<file path="src/hdl/assert_macros.svh">
// ------------------------------------------------------------------------
// Assertion macros
// Shared wrappers for concurrent assertions in the parser RTL.
// ------------------------------------------------------------------------
`ifndef ASSERT_MACROS_SVH
`define ASSERT_MACROS_SVH

// Checked only while out of reset
`define SDP_ASSERT(name, clk, rstn, prop, msg) \
    name: assert property (@(posedge clk) disable iff (!rstn) prop) \
        else $error(msg);

// Checked at every edge, reset included
`define SDP_ASSERT_ALWAYS(name, clk, prop, msg) \
    name: assert property (@(posedge clk) prop) \
        else $error(msg);

`endif

</file>
<file path="src/hdl/sdp_pkg.sv">
// ------------------------------------------------------------------------
// sdp_pkg
// Types and character constants for the strict decimal parser.
// ------------------------------------------------------------------------
package sdp_pkg;

    // Parse phase
    typedef enum logic [1:0] {
        PH_BLANK  = 2'd0,
        PH_SIGN   = 2'd1,
        PH_DIGITS = 2'd2,
        PH_ERROR  = 2'd3
    } phase_t;

    // Running parse state carried between characters
    typedef struct packed {
        phase_t      phase;
        logic        negative;
        logic [31:0] magnitude;
    } parse_state_t;

    localparam logic [31:0] POS_LIMIT = 32'h7FFF_FFFF;
    localparam logic [31:0] NEG_LIMIT = 32'h8000_0000;

    localparam logic [7:0] CHAR_NUL   = 8'h00;
    localparam logic [7:0] CHAR_TAB   = 8'h09;
    localparam logic [7:0] CHAR_CR    = 8'h0D;
    localparam logic [7:0] CHAR_SPACE = 8'h20;
    localparam logic [7:0] CHAR_PLUS  = 8'h2B;
    localparam logic [7:0] CHAR_MINUS = 8'h2D;
    localparam logic [7:0] CHAR_ZERO  = 8'h30;
    localparam logic [7:0] CHAR_NINE  = 8'h39;

    localparam parse_state_t STATE_INIT = '{phase: PH_BLANK, negative: 1'b0,
                                            magnitude: 32'd0};

endpackage

</file>
<file path="src/hdl/sdp_step.sv">
// ------------------------------------------------------------------------
// sdp_step
// One-character update of the parse state plus the result formed at NUL.
// ------------------------------------------------------------------------
module sdp_step (
    input  sdp_pkg::parse_state_t state_cur,
    input  logic [7:0]            char_code,
    output sdp_pkg::parse_state_t state_next,
    output logic signed [31:0]    res_value,
    output logic                  res_error
);

    logic        is_nul;
    logic        is_digit;
    logic        is_blank;
    logic        is_sign;
    logic [7:0]  digit_raw;
    logic [3:0]  digit;
    logic [35:0] mag_wide;
    logic [35:0] acc_next;
    logic [35:0] limit_wide;
    logic        overflow;

    // Character classes
    assign is_nul    = (char_code == sdp_pkg::CHAR_NUL);
    assign is_digit  = (char_code >= sdp_pkg::CHAR_ZERO) && (char_code <= sdp_pkg::CHAR_NINE);
    assign is_blank  = (char_code == sdp_pkg::CHAR_SPACE) ||
                       ((char_code >= sdp_pkg::CHAR_TAB) && (char_code <= sdp_pkg::CHAR_CR));
    assign is_sign   = (char_code == sdp_pkg::CHAR_PLUS) || (char_code == sdp_pkg::CHAR_MINUS);
    assign digit_raw = char_code - sdp_pkg::CHAR_ZERO;
    assign digit     = digit_raw[3:0];

    // magnitude * 10 + digit as shift-add, compared against the sign's limit
    assign mag_wide   = {4'd0, state_cur.magnitude};
    assign acc_next   = (mag_wide << 3) + (mag_wide << 1) + {32'd0, digit};
    assign limit_wide = {4'd0, state_cur.negative ? sdp_pkg::NEG_LIMIT : sdp_pkg::POS_LIMIT};
    assign overflow   = (acc_next > limit_wide);

    // Result at the terminator
    always_comb begin
        if (state_cur.phase == sdp_pkg::PH_DIGITS) begin
            res_value = state_cur.negative ? (32'sd0 - $signed(state_cur.magnitude))
                                           : $signed(state_cur.magnitude);
            res_error = 1'b0;
        end else begin
            res_value = 32'sd0;
            res_error = 1'b1;
        end
    end

    // Next parse state
    always_comb begin
        state_next = state_cur;
        if (is_nul) begin
            state_next = sdp_pkg::STATE_INIT;
        end else begin
            unique case (state_cur.phase)
                sdp_pkg::PH_BLANK: begin
                    if (is_blank) begin
                        state_next = state_cur;
                    end else if (is_sign) begin
                        state_next.negative = (char_code == sdp_pkg::CHAR_MINUS);
                        state_next.phase    = sdp_pkg::PH_SIGN;
                    end else if (is_digit) begin
                        state_next.magnitude = {28'd0, digit};
                        state_next.phase     = sdp_pkg::PH_DIGITS;
                    end else begin
                        state_next.phase = sdp_pkg::PH_ERROR;
                    end
                end
                sdp_pkg::PH_SIGN: begin
                    if (is_digit) begin
                        state_next.magnitude = {28'd0, digit};
                        state_next.phase     = sdp_pkg::PH_DIGITS;
                    end else begin
                        state_next.phase = sdp_pkg::PH_ERROR;
                    end
                end
                sdp_pkg::PH_DIGITS: begin
                    if (is_digit && !overflow) begin
                        state_next.magnitude = acc_next[31:0];
                    end else begin
                        state_next.phase = sdp_pkg::PH_ERROR;
                    end
                end
                default: begin
                    state_next = state_cur;
                end
            endcase
        end
    end

endmodule

</file>
<file path="src/hdl/strict_decimal_to_int32_parser_unit.sv">
// ------------------------------------------------------------------------
// strict_decimal_to_int32_parser_unit
// Streaming strict decimal string to signed 32-bit integer parser.
// ------------------------------------------------------------------------
// Usage:
//   Input channel (s_valid/s_ready/s_char_code) takes one byte per request.
//   A NUL byte ends the string; only NUL produces a result request on the
//   output channel (m_valid/m_ready/m_value/m_error).
//   Leading blanks, one optional sign and at least one digit are required;
//   anything else, or a value outside the int32 range, gives m_error = 1
//   with m_value = 0. Both int32 limits are accepted.
// Timing:
//   A byte lands in the input register and is folded into the parse state
//   from there by one shift-add-compare step; a NUL loads the result
//   register on the same edge that folds it, which raises m_valid. Throughput
//   is one byte per cycle while no NUL waits on a full result register,
//   set by the times-ten update of the magnitude register.
// Reset:
//   aresetn (synchronous, active low) empties both registers and returns the
//   parse state to leading-blank scanning.
// Stall:
//   Non-NUL bytes keep flowing while a result waits; a NUL waits in the
//   input register, with s_ready low, until the result register frees.
// ------------------------------------------------------------------------
`include "assert_macros.svh"

module strict_decimal_to_int32_parser_unit (
    input  logic               aclk,
    input  logic               aresetn,
    input  logic               s_valid,
    output logic               s_ready,
    input  logic [7:0]         s_char_code,
    output logic               m_valid,
    input  logic               m_ready,
    output logic signed [31:0] m_value,
    output logic               m_error
);

    logic                  in_valid_reg;
    logic [7:0]            char_reg;
    sdp_pkg::parse_state_t state_reg;
    sdp_pkg::parse_state_t state_next;
    logic                  out_valid_reg;
    logic signed [31:0]    value_reg;
    logic                  error_reg;
    logic signed [31:0]    res_value;
    logic                  res_error;
    logic                  char_is_nul;
    logic                  advance;

    // Character step
    sdp_step u_step (
        .state_cur  (state_reg),
        .char_code  (char_reg),
        .state_next (state_next),
        .res_value  (res_value),
        .res_error  (res_error)
    );

    // Held byte moves on unless it is a NUL facing a full result register that m_ready does not free
    assign char_is_nul = (char_reg == sdp_pkg::CHAR_NUL);
    assign advance     = in_valid_reg && (!char_is_nul || !out_valid_reg || m_ready);
    assign s_ready     = !in_valid_reg || advance;

    // Input register
    always_ff @(posedge aclk) begin
        if (!aresetn) begin
            in_valid_reg <= 1'b0;
        end else if (s_ready) begin
            in_valid_reg <= s_valid;
        end
    end

    always_ff @(posedge aclk) begin
        if (s_valid && s_ready) begin
            char_reg <= s_char_code;
        end
    end

    // Parse state
    always_ff @(posedge aclk) begin
        if (!aresetn) begin
            state_reg <= sdp_pkg::STATE_INIT;
        end else if (advance) begin
            state_reg <= state_next;
        end
    end

    // Result register
    always_ff @(posedge aclk) begin
        if (!aresetn) begin
            out_valid_reg <= 1'b0;
        end else if (advance && char_is_nul) begin
            out_valid_reg <= 1'b1;
        end else if (m_ready) begin
            out_valid_reg <= 1'b0;
        end
    end

    always_ff @(posedge aclk) begin
        if (advance && char_is_nul) begin
            value_reg <= res_value;
            error_reg <= res_error;
        end
    end

    assign m_valid = out_valid_reg;
    assign m_value = value_reg;
    assign m_error = error_reg;

    // Checks
    `SDP_ASSERT_ALWAYS(a_reset_clears, aclk,
        !aresetn |=> !m_valid && (state_reg.phase == sdp_pkg::PH_BLANK),
        "reset left a result or parse state behind")
    `SDP_ASSERT(a_error_zero, aclk, aresetn,
        m_valid && m_error |-> m_value == 32'sd0,
        "error result with nonzero value")
    `SDP_ASSERT(a_nul_restarts, aclk, aresetn,
        advance && char_is_nul |=> state_reg == sdp_pkg::STATE_INIT,
        "terminator did not restart the parse")
    `SDP_ASSERT(a_no_digits_zero, aclk, aresetn,
        (state_reg.phase == sdp_pkg::PH_BLANK || state_reg.phase == sdp_pkg::PH_SIGN)
            |-> state_reg.magnitude == 32'd0,
        "magnitude set before any digit")
    `SDP_ASSERT(a_pos_bound, aclk, aresetn,
        state_reg.phase == sdp_pkg::PH_DIGITS && !state_reg.negative
            |-> state_reg.magnitude <= sdp_pkg::POS_LIMIT,
        "positive magnitude past int32 max")

endmodule

</file>
<file path="config.mk">
export PLATFORM = sky130hd
export DESIGN_NAME = strict_decimal_to_int32_parser_unit
export DESIGN_NICKNAME = d
export VERILOG_FILES = /design/src/hdl/sdp_pkg.sv /design/src/hdl/sdp_step.sv /design/src/hdl/strict_decimal_to_int32_parser_unit.sv
export VERILOG_INCLUDE_DIRS = /design/src /design/src/hdl
export SDC_FILE = /design/constraint.sdc
export NUM_CORES = 1
export LEC_CHECK = 0
export ABC_AREA = 1
export BUFFER_PORTS_ARGS = -buffer_cell sky130_fd_sc_hd__buf_4
export CORE_UTILIZATION = 39
export CTS_CLUSTER_SIZE = 40
export DETAILED_ROUTE_END_ITERATION = 7
export SLEW_MARGIN = 5
export SYNTH_ARGS = -nofsm -noshare
export SYNTH_HDL_FRONTEND = slang
export SYNTH_SLANG_ARGS = --single-unit
</file>
<file path="constraint.sdc">
create_clock -name aclk -period 4.5 [get_ports aclk]
set_clock_uncertainty 0.05 [all_clocks]
set_input_delay 0.9 -clock aclk [delete_from_list [all_inputs] [get_ports aclk]]
set_output_delay 0.9 -clock aclk [all_outputs]
set_load 0.02 [all_outputs]
</file>
==> flow_metrics.tcl, run 1 <==
set metrics [dict create \
    status "completed" \
    cp_max_fo 9 \
    fill_cells 1796 \
    powerDensity_mw_per_mm2 203.5 \
    port_buffers 46 \
    syn-mean-instance-area_um2 6.827 \
    post-route-period-util_pct 92.65 \
    syn2layout_area_growth_pct 17.28 \
    yosysWarnings 0 \
    place.gp.congestion 0.9145 \
    holdPathStages 2 \
    largest_reg_flops 35 \
    die-area_mm2 0.01893 \
    start_util_pct 39.90 \
    drc_errors 0 \
    first_pass_iters 5 \
    grt_pass1_wl_mm 29.21 \
    vias 6659 \
    fp.dieH_um 137.6 \
    ir_drop_mv 0.2534 \
    cts_tree "built" \
    reg2regPathDepth 27 \
    path_class "flip-flop to flip-flop" \
    postRouteAntennaNets 0 \
    tightest_slew_ps 1212 \
    synthCells 1050 \
    cts_root_buf "clkbuf_16" \
    clk_latency_ps 330 \
    cpMaxStageDelayCell "fa_2" \
    max_clock_freq_mhz 239.9 \
    async_flop_share_pct 0 \
    hold_violations 0 \
    dieWidth_um 137.6 \
    cp.arrival_ps 4340 \
    vias_per_cell 4.940 \
    multi_input_area_mm2 0.004636 \
    h-tree-depth 3 \
    syn_nets 1163 \
    first_global_vias 5850 \
    clock-sinks 78 \
    critPathCaptureType "flip-flop" \
    worst-endpoint-required_ps 4670 \
    wl_per_cell_um 13.37 \
    hp-class "flip-flop to flip-flop" \
    synth_edf_count 41 \
    finalPower_mw 1.711 \
    core_area_mm2 0.01796 \
    min_period_ps 4169 \
    r2r_slack_ps 330 \
    crit_path_max_incr_delay_ps 580 \
    antenna_found_initial 0 \
    ys_types 46 \
    holdWs_ps 430.8 \
    yosysSeqAreaShare_pct 27.51 \
    cts_buffer_depth 2 \
    critPathMostFrequentCell "nand2_1" \
    drive_gt1_share_pct 12.78 \
    cp-start-kind "flip-flop" \
    ios 47 \
    final_common_cell "nand2_1" \
    relSlewSlack_pct 19.13 \
    total_leakage_power_nw 4.533 \
    ys_seq_elements 78 \
    grt_setup_unrepaired "false" \
    finalSetupTns_ps 0 \
    nets 1227 \
    grt_max_degree 39 \
    cts.clk_slew.worst_paths_ps 60 \
    synth_flop_cell "edfxtp_1" \
    seq_area_mm2 0.001976 \
    layout_common_cells "nand2_1, nor2_1, inv_1, ha_1, a21oi_1" \
    dp_hpwl_mm 14.44 \
    wirelength_mm 18.02 \
    slew_violations 0 \
    cts_buffers 9 \
    maxCapViolCount 0 \
    grt_usage_pct 19.52 \
    grt_overflow_total 0 \
    drt_iter0_drc 539 \
    num_antenna_cells 0 \
    postCtsHoldBufs 0 \
    rows 49 \
    synth_area_mm2 0.007168 \
    finalSetupViolCount 0 \
]
-- Yosys cell counts, types with 2 or more instances --
master	n	area share, %
o21ai_0	45	3.1
nor4_1	6	0.52
buf_2	6	0.42
a31o_2	3	0.37
ha_1	99	17
nor2_1	159	8.3
fa_1	2	0.56
nor3_2	2	0.28
xnor2_1	6	0.73
o211ai_1	3	0.31
nor2_2	5	0.44
o21bai_1	7	0.73
o21a_1	5	0.52
a21o_1	3	0.31
nand2_2	10	0.87
nand2_1	262	14
clkbuf_1	11	0.58
inv_2	2	0.10
a21oi_1	81	5.7
nor3_1	23	1.6
nand3_1	29	2.0
dfxtp_1	37	10
nand3b_1	4	0.42
inv_1	150	7.9
nand4_1	9	0.79
buf_6	3	0.47
xor2_1	18	2.2
and3_1	2	0.17
edfxtp_1	41	17
-- through the flow --
step,util (%),cell area (µm²),worst slack (ps),cells
after floorplan,-,7168,417.2,1050
after global placement,43.83,7874,116.2,1327
after detailed placement,43.83,7874,6.313,1327
after CTS,45.62,8194,2.535,1343
after global routing,46.80,8407,0.9459,1348
final,46.80,8407,330.9,1348
-- cell type report --
cell class | count | share of cell area (%)
Multi-Input combinational cell | 799 | 55.14
Sequential cell | 78 | 23.50
Timing Repair Buffer | 74 | 7.352
Inverter | 152 | 6.787
Tap cell | 229 | 3.408
Clock buffer | 12 | 3.185
Clock inverter | 4 | 0.6251
-- path summary, 6_finish.rpt --
kind / startpoint / to
worst min register to register: state_reg[33] / state_reg[33]
worst min-delay path: state_reg[33] / state_reg[33]
worst max-delay path: char_reg[3] / state_reg[26]
worst max register to register: char_reg[3] / state_reg[26]
-- power by group --
part / total, mW / internal [mW] / switching [mW]
Clock: 0.766 / 0.481 / 0.285
Sequential: 0.768 / 0.756 / 0.0114
Combinational: 0.177 / 0.0625 / 0.114
Total: 1.71 / 1.30 / 0.411
-- critical path, delay by kind of cell (launching register included) --
family / cells / cell delay, ps
compound gates: 4 / 570
flops: 1 / 410
fa+ha+maj: 3 / 1100
buf+inv: 3 / 400
simple gates: 17 / 1520
-- metal layers --
layer	global-route usage [%]	share of wire, %	vias to the layer above
met5	0	0	-
met4	4.579	0.94	0
met3	1.545	3.9	10
li1	-	-	3556
met2	27.92	40	146
met1	30.88	55	2947
-- logic make-up after synthesis --
logic type	after synthesis	synth area share (%)
buffers and inverters	173	9.531
adder cells (fa/ha/maj)	101	17.84
XOR/XNOR	24	2.932
AND/OR/NAND/NOR	520	30.34
flip-flops	78	27.51
AO/OA/AOI/OAI	154	11.85
-- timing repair --
| action | in CTS | in global routing |
|---|---|---|
| pin swaps | 0 | 9 |
| setup buffers | 0 | 2 |
| gates cloned | 0 | 3 |
| resized for setup | 1 | 32 |
| setup endpoints to repair | 13 | 34 |
Power figures use the tool's default switching activity.
==> run 2: changes to the inputs <==
--- a/config.mk
+++ b/config.mk
@@ -11,2 +11,3 @@
 export CORE_UTILIZATION = 39
+export CTS_BUF_LIST = sky130_fd_sc_hd__clkbuf_4 sky130_fd_sc_hd__clkbuf_8
 export CTS_CLUSTER_SIZE = 40
@@ -16,2 +17,3 @@
 export SYNTH_HDL_FRONTEND = slang
+export SYNTH_HIERARCHICAL = 1
 export SYNTH_SLANG_ARGS = --single-unit
--- a/constraint.sdc
+++ b/constraint.sdc
@@ -4,2 +4,2 @@
 set_output_delay 0.9 -clock aclk [all_outputs]
-set_load 0.02 [all_outputs]
+set_load 0.01 [all_outputs]
==> run 2 against run 1 <==
Utilization is 1.7 points higher; clock power is 25% lower; first-iteration DRC count is 28% higher; combinational power grew to 5.0 times the previous value; setup slack worse by 260 ps; count of clock-buffer cells in the layout is 2 lower; final cell count is 35% higher; critical endpoint is now state_reg[29].
==> flow_metrics.tcl, run 2 <==
set metrics [dict create \
    synthTopCellsByCount "nand2_1, inv_1, nor2_1" \
    hold_violations 0 \
    vias_per_cell 5.200 \
    cts_buffers 9 \
    syn_nets 1525 \
    synth_top_cell_by_area "ha_1" \
    place.gp.congestion 0.9250 \
    num_antenna_cells 0 \
    r2r_slack_ps 80 \
    drt_iter0_drc 690 \
    dp_hpwl_mm 20.57 \
    synthCells 1411 \
    grt_max_degree 73 \
    drc_errors 0 \
    path_class "flip-flop to flip-flop" \
    h-tree-depth 3 \
    vias 9432 \
    ys_types 42 \
    ir_drop_mv 0.1257 \
    relSlewSlack_pct 28.06 \
    postCtsHoldBufs 0 \
    synth_edf_count 41 \
    cts_root_buf "clkbuf_8" \
    fp.dieH_um 155.1 \
    die-area_mm2 0.02405 \
    grt_usage_pct 23.10 \
    rr_endpoint "state_reg[29]" \
    slew_violations 0 \
    utilization_pct 48.49 \
    yosysMostFrequentCell "nand2_1" \
    min_from "in_valid_reg" \
    nets 1610 \
    clock-sinks 78 \
    syn-mean-instance-area_um2 6.477 \
    cts_buffer_depth 2 \
    reg2regPathDepth 29 \
    max_clock_freq_mhz 226.0 \
    largest_reg_flops 35 \
    ys_seq_elements 78 \
    start_util_pct 40.12 \
    hold_end "in_valid_reg" \
    status "completed" \
    finalSetupViolCount 0 \
    wirelength_mm 28.59 \
    synth_area_mm2 0.009139 \
    ios 47 \
    yosysWarnings 6 \
    min_period_ps 4425 \
    worstReg2RegStart "char_reg[3]" \
    wl_per_cell_um 15.76 \
    stdcell_area_mm2 0.01105 \
    grt_setup_unrepaired "true" \
    post-route-period-util_pct 98.33 \
    worst-endpoint-required_ps 4760 \
    holdPathStages 2 \
    tightest_slew_ps 1078 \
    crit_path_max_incr_delay_ps 550 \
    hp-class "flip-flop to flip-flop" \
    cp.arrival_ps 4690 \
    final_common_cell "nand2_1" \
    powerDensity_mw_per_mm2 207.3 \
    maxCapViolCount 0 \
    finalPower_mw 2.289 \
    port_buffers 46 \
    first_global_vias 8399 \
    yosysSeqAreaShare_pct 21.58 \
    synth_top_area_share_pct 13.69 \
    yosys-top-cells-area "ha_1, edfxtp_1, nand2_1" \
    grt_overflow_total 0 \
    rows 55 \
    async_flop_share_pct 0 \
    critPathCaptureType "flip-flop" \
    syn2layout_area_growth_pct 20.87 \
    cp-start-kind "flip-flop" \
    synth_flop_cell "edfxtp_1" \
    antenna_found_initial 0 \
    core_area_mm2 0.02278 \
    grt_pass1_wl_mm 43.95 \
    total_leakage_power_nw 5.359 \
    finalSetupTns_ps 0 \
    cts_tree "built" \
    first_pass_iters 8 \
    postRouteAntennaNets 0 \
    clk_latency_ps 390 \
    cpMaxStageDelayCell "fa_2" \
    cp_max_fo 7 \
    cts.clk_slew.worst_paths_ps 90 \
    dieWidth_um 155.1 \
    layout_common_cells "nand2_1, inv_1, buf_4, nor2_1, a21oi_1" \
    placed_cell_area_mm2 0.01004 \
    drive_gt1_share_pct 24.92 \
]
run 2: cell types whose count changed in the layout (fill, tap and decap cells not counted), sizes merged, moves of 4 or more:
cell / delta
o21bai: -5
a21oi: +66
o21ai: +55
nand2: +58
nand3: +100
a221oi: +5
nand4: -4
inv: +105
nor2: -40
a31oi: +4
buf: +50
run 2: how the worst max path moves through the flow:
stage / start / endpoint / slack, ps / depth (start not counted)
6_report: char_reg[3] / state_reg[29] / 80 / 29
3_5_place_dp: char_reg[3] / state_reg[1] / -120 / 29
3_3_place_gp: state_reg[13] / state_reg[11] / 30 / 32
2_1_floorplan: char_reg[3] / state_reg[8] / 450 / 29
4_1_cts: state_reg[13] / state_reg[29] / 40 / 33
5_1_grt: char_reg[3] / state_reg[10] / -140 / 31
run 2: worst max-delay path: cells and delay by family, from the launching register on:
family	cells	cell delay, ps
AND/OR/NAND/NOR	19	1690
adder cells (fa/ha/maj)	3	1260
flip-flops	1	440
buffers and inverters	4	420
AO/OA/AOI/OAI	2	290
XOR/XNOR	1	200
run 2: cells by family after synthesis:
kind of cell	share of synthesized area, %
adders and majority gates	14.13
buffers and inverters	13.24
AOI/OAI and AO/OA	16.88
and+or+nand+nor	32.06
xor gates and xnor gates	2.108
DFF	21.58
run 2: where the power goes:
| part | internal [mW] | switching [mW] |
|---|---|---|
| Combinational | 0.350 | 0.543 |
| Clock | 0.267 | 0.308 |
| Sequential | 0.776 | 0.0449 |
| Total | 1.39 | 0.896 |
run 2: layout make-up:
class,count,area (µm²)
Timing Repair Buffer,124,1016
Tap cell,313,391.6
Clock inverter,6,68.82
Multi-Input combinational cell,1028,6484
Inverter,255,957.2
Sequential cell,78,1997
Fill cell,2292,11730
Clock buffer,10,131.4
run 2: routing by layer:
| metal | track usage (%) | vias up | part of all wire (%) |
|---|---|---|---|
| li1 | - | 4747 | - |
| met4 | 9.241 | 0 | 3.8 |
| met3 | 2.730 | 60 | 4.7 |
| met1 | 30.20 | 4351 | 45 |
| met5 | 0 | - | 0 |
| met2 | 38.63 | 274 | 47 |
run 2: timing repair:
item	4_1_cts	5_1_grt
gates resized for setup	5	133
hold endpoints to repair	0	0
setup buffers	3	21
gates cloned	0	2
pin swaps	1	34
endpoints found under the setup margin	33	33
run 2: through the flow:
stage	cells	setup WS [ps]	hold WS, ps
floorplan	1411	449.7	471.8
global placement	1772	34.12	488.0
detailed placement	1772	-115.8	494.5
CTS	1791	36.68	507.3
global route	1814	-141.1	548.4
finish	1814	75.02	504.2
